## src/rtl/mwf_pkg.sv

```systemverilog
package mwf_pkg;

   localparam int MaxWidth  = 1024;
   localparam int MaxKernel = 7;
   localparam int StoreRows = 8;
   localparam int ColBits   = $clog2(MaxWidth);
   localparam int RowBits   = $clog2(StoreRows);
   localparam int AddrBits  = ColBits + RowBits;
   localparam int MemDepth  = StoreRows * MaxWidth;

   // register indexes on the csr port
   localparam logic [1:0] REG_FRAME_WIDTH  = 2'd0;
   localparam logic [1:0] REG_FRAME_HEIGHT = 2'd1;
   localparam logic [1:0] REG_KERNEL_SIZE  = 2'd2;

   localparam logic OP_PIXEL = 1'b0;
   localparam logic OP_DRAIN = 1'b1;

   typedef struct packed {
      logic       operation;
      logic [7:0] pixel_in;
   } req_pkt_type;

   typedef struct packed {
      logic [7:0] pixel_out;
      logic       frame_end;
   } rsp_pkt_type;

   typedef struct packed {
      logic [10:0] frame_width;
      logic [10:0] frame_height;
      logic [2:0]  kernel_size;
   } cfg_type;

   typedef enum logic [2:0] {
      ST_CLEAR,
      ST_IDLE,
      ST_PASS,
      ST_PDATA,
      ST_SCAN,
      ST_DECIDE,
      ST_DONE
   } state_type;

   // zero-based rank of the median in a (2r+1)^2 window
   function automatic logic [5:0] median_rank(input logic [1:0] radius);
      logic [5:0] rank;
      begin
         unique case (radius)
            2'd0: rank = 6'd0;
            2'd1: rank = 6'd4;
            2'd2: rank = 6'd12;
            default: rank = 6'd24;
         endcase
         return rank;
      end
   endfunction

endpackage

```

## src/rtl/mwf_csr.sv

```systemverilog
module mwf_csr
   import mwf_pkg::*;
(
   input  logic        clock,
   input  logic        reset,
   input  logic        csr_psel,
   input  logic        csr_penable,
   input  logic        csr_pwrite,
   input  logic [3:0]  csr_paddr,
   input  logic [31:0] csr_pwdata,
   output logic [31:0] csr_prdata,
   output logic        csr_pready,
   output cfg_type     cfg
);

   cfg_type    cfg_ff;
   logic       wr_fire;
   logic [1:0] reg_idx;

   assign csr_pready = 1'b1;
   assign reg_idx    = csr_paddr[3:2];
   assign wr_fire    = csr_psel && csr_penable && csr_pwrite;
   assign cfg        = cfg_ff;

   // register writes
   always_ff @(posedge clock) begin
      if (reset) begin
         cfg_ff.frame_width  <= 11'd640;
         cfg_ff.frame_height <= 11'd480;
         cfg_ff.kernel_size  <= 3'd3;
      end else if (wr_fire) begin
         unique case (reg_idx)
            REG_FRAME_WIDTH:  cfg_ff.frame_width  <= csr_pwdata[10:0];
            REG_FRAME_HEIGHT: cfg_ff.frame_height <= csr_pwdata[10:0];
            REG_KERNEL_SIZE:  cfg_ff.kernel_size  <= csr_pwdata[2:0];
            default: ;
         endcase
      end
   end

   // read mux
   always_comb begin
      unique case (reg_idx)
         REG_FRAME_WIDTH:  csr_prdata = {21'd0, cfg_ff.frame_width};
         REG_FRAME_HEIGHT: csr_prdata = {21'd0, cfg_ff.frame_height};
         REG_KERNEL_SIZE:  csr_prdata = {29'd0, cfg_ff.kernel_size};
         default:          csr_prdata = 32'd0;
      endcase
   end

endmodule

```

## config.mk

```make
export PLATFORM = sky130hd
export DESIGN_NAME = mwf_csr
export DESIGN_NICKNAME = d
export VERILOG_FILES = /design/src/rtl/mwf_pkg.sv /design/src/rtl/mwf_csr.sv
export SDC_FILE = /design/constraint.sdc
export NUM_CORES = 1
export LEC_CHECK = 0
export ABC_AREA = 1
export BUFFER_PORTS_ARGS = -buffer_cell sky130_fd_sc_hd__buf_4
export CAP_MARGIN = 10
export CORE_UTILIZATION = 30
export CTS_CLUSTER_SIZE = 24
export DETAILED_ROUTE_END_ITERATION = 16
export GPL_TIMING_DRIVEN = 0
export SYNTH_ARGS = -nofsm -noshare
export SYNTH_HDL_FRONTEND = slang
export SYNTH_SLANG_ARGS = --single-unit
```

## constraint.sdc

```tcl
create_clock -name clock -period 2.5 [get_ports clock]
set_clock_uncertainty 0.15 [all_clocks]
set_input_delay 0.625 -clock clock [delete_from_list [all_inputs] [get_ports clock]]
set_output_delay 0.625 -clock clock [all_outputs]
set_load 0.02 [all_outputs]
```

==> results.cfg <==
[synthesis]
yosys.area.top_type_share = 0.370
ys_seq_area_frac = 0.370
syn-mean-instance-area_um2 = 6.80
syn_area_um2 = 1350
ys_top_cells_by_count = nand2_1, nor2_1, nand3_1, dfxtp_1, buf_4
synth.most_common_cell = nand2_1
synth-seq-cells = 25
async_reset_ff_frac = 0
synth_area_leaders = dfxtp_1, nand2_1, buf_4
synth.largest_area_cell = dfxtp_1
ys_types = 14
synthFlopType = dfxtp_1
synth_cells = 199
synth_edf_count = 0
ys_warn_count = 0

[placement]
io_buffers = 53
dp_hpwl_um = 2630
place_ws_ns = 0.133
place.gp.congestion = 0.754
placed_area_um2 = 1890

[timing]
fin_tns_setup_ns = 0
slew_viol_final = 0
final.setup.worst_slack_ns = 0.121
min_period_ns = 2.38
setup_viol = 0
post-route-period-util = 0.951
fmax_mhz = 420
grt_setup_unrepaired = false
hold_violations = 0

[grt]
grt_pass1_vias = 1243
grt_max_degree = 16
grt_usage = 0.155
grt_pass1_wl_um = 6000
grt_remaining_overflow = 0
antenna_found_initial = 0

[cells_and_area]
final_util = 0.446
syn_to_final_growth_pct = 43.3
multi_input_area_um2 = 651
fillers = 464
fin_nets = 318
largest_register_ffs = 25
seqCellArea_um2 = 500
antenna_cells = 0
layout-drive-gt1-share = 0.337
postLayoutCellArea_um2 = 1940

[worst_setup_path]
crit_path_top_delay_cell = buf_2
crit_arrival_ns = 1.60
critPathTopFamily = buffers and inverters
r2r_slack_ns = 1.76
endpoint_kind = primary output
r2r-end = cfg[13]
start_kind = input pin
crit_fanout = 10
critical_path_buf_inv_count = 3
path_class = input pin to primary output
reg2regPathDepth = 2
cp_cell_sequence = buf_4, nor2_1, buf_2, nand2_1, nand3_1, buf_4
cp.required_ns = 1.73
worstReg2RegStart = cfg[13]
max_stage_delay_ns = 0.30
cp_common_cell = buf_4

[die]
rows = 24
ios = 99
die_area_um2 = 4790
initial_core_util = 0.311
core_um2 = 4350
fp.dieW_um = 69.2
die_h_um = 69.2

[detailed_routing]
routed_wl_um = 3540
detail-route-antenna-nets = 0
vias_per_cell = 4.21
vias = 1380
drt_pass1_iterations = 4
dr.first_iter.drc_count = 74
drc = 0
wl_per_cell_um = 10.8

[worst_hold_path]
hold_path_class = flip-flop to flip-flop
hold_depth = 2
min_to = cfg[0]
worstHoldStart = cfg[0]

[clock_tree]
cts_max_level = 1
clkTransAtPathRegs_ns = 0.09
cts-root-buf = clkbuf_8
clock_path_buffers = 2
cts_hold_buf = 0
clk_latency_ns = 0.27
numCtsBuffers = 3
cts.sinks = 25
cts_tree = yes
post_cts_buffers = 0
ctsResizeCount = 0

[run_status]
status = completed

[run]
cap_violations = 0

[pwr]
peakVddDrop_mv = 0.162
p_leak_nw = 1.04
powerDensity_nw_per_um2 = 448
[cells by family (layout without fill, tap and decap cells)]
logic type	Yosys count	count (layout)	synth area share
AO/OA/AOI/OAI	8	8	0.0518
buffers and inverters	45	102	0.205
flip-flops	25	25	0.370
other	2	22	0.00555
AND/OR/NAND/NOR	119	119	0.368
[cells in the final DEF (no fill, tap or decap)]
master,synthesis,final
nor2_2,3,3
clkinvlp_4,0,1
inv_2,3,3
buf_6,2,2
a22o_1,8,8
clkbuf_1,2,2
conb_1,2,22
nand2_1,49,49
buf_4,24,77
nor2_4,1,1
clkbuf_8,0,3
buf_2,3,3
nand3_1,29,29
inv_1,11,11
dfxtp_1,25,25
nor2_1,37,37
[worst max-delay path by stage]
stage,startpoint,end,slack (ns),cells past startpoint
after floorplan,csr_paddr[3],csr_prdata[10],0.47,3
after global placement,csr_paddr[3],csr_prdata[1],0.14,6
after detailed placement,csr_paddr[3],csr_prdata[1],0.13,6
after CTS,csr_paddr[3],csr_prdata[1],0.12,6
after global routing,csr_paddr[3],csr_prdata[9],0.02,5
final,csr_paddr[3],csr_prdata[1],0.12,6
[worst register-to-register path: cells and delay by family, from the launching register on]
kind,cells,cell delay (ns)
flip-flops,1,0.38
AND/OR/NAND/NOR,2,0.15
[metrics by stage]
stage                     power (W)  std cells  hold slack, ns
after global routing       0.000907        328           0.371
after CTS                  0.000873        328           0.348
after global placement     0.000624        324           0.319
final                      0.000869        328           0.347
after detailed placement   0.000625        324           0.330
after floorplan            0.000557        219           0.404
[report_power, final]
| part | total [W] | switching (W) | internal (W) | leakage, nW |
|---|---|---|---|---|
| Sequential | 0.000414 | 0.00000680 | 0.000407 | 0.203 |
| Combinational | 0.000201 | 0.000116 | 0.0000856 | 0.819 |
| Clock | 0.000254 | 0.000141 | 0.000113 | 0.0217 |
[area by class of cell]
cell class | instances | area share
plain buffers | 31 | 0.116
clock buffers | 3 | 0.0213
clock inverters | 1 | 0.00387
inverters | 14 | 0.0271
multi-input cells | 149 | 0.335
flip-flops and latches | 25 | 0.258
well taps | 52 | 0.0335
repair buffers | 53 | 0.205
[routing by layer]
layer / vias to the layer above / track usage / part of all wire
met1: 611 / 0.184 / 0.47
met3: 2 / 0.0262 / 0.049
met5: - / 0 / 0
met2: 36 / 0.290 / 0.47
li1: 731 / - / -
met4: 0 / 0.0272 / 0.0045
No activity file was read; power rests on OpenSTA's default activity.
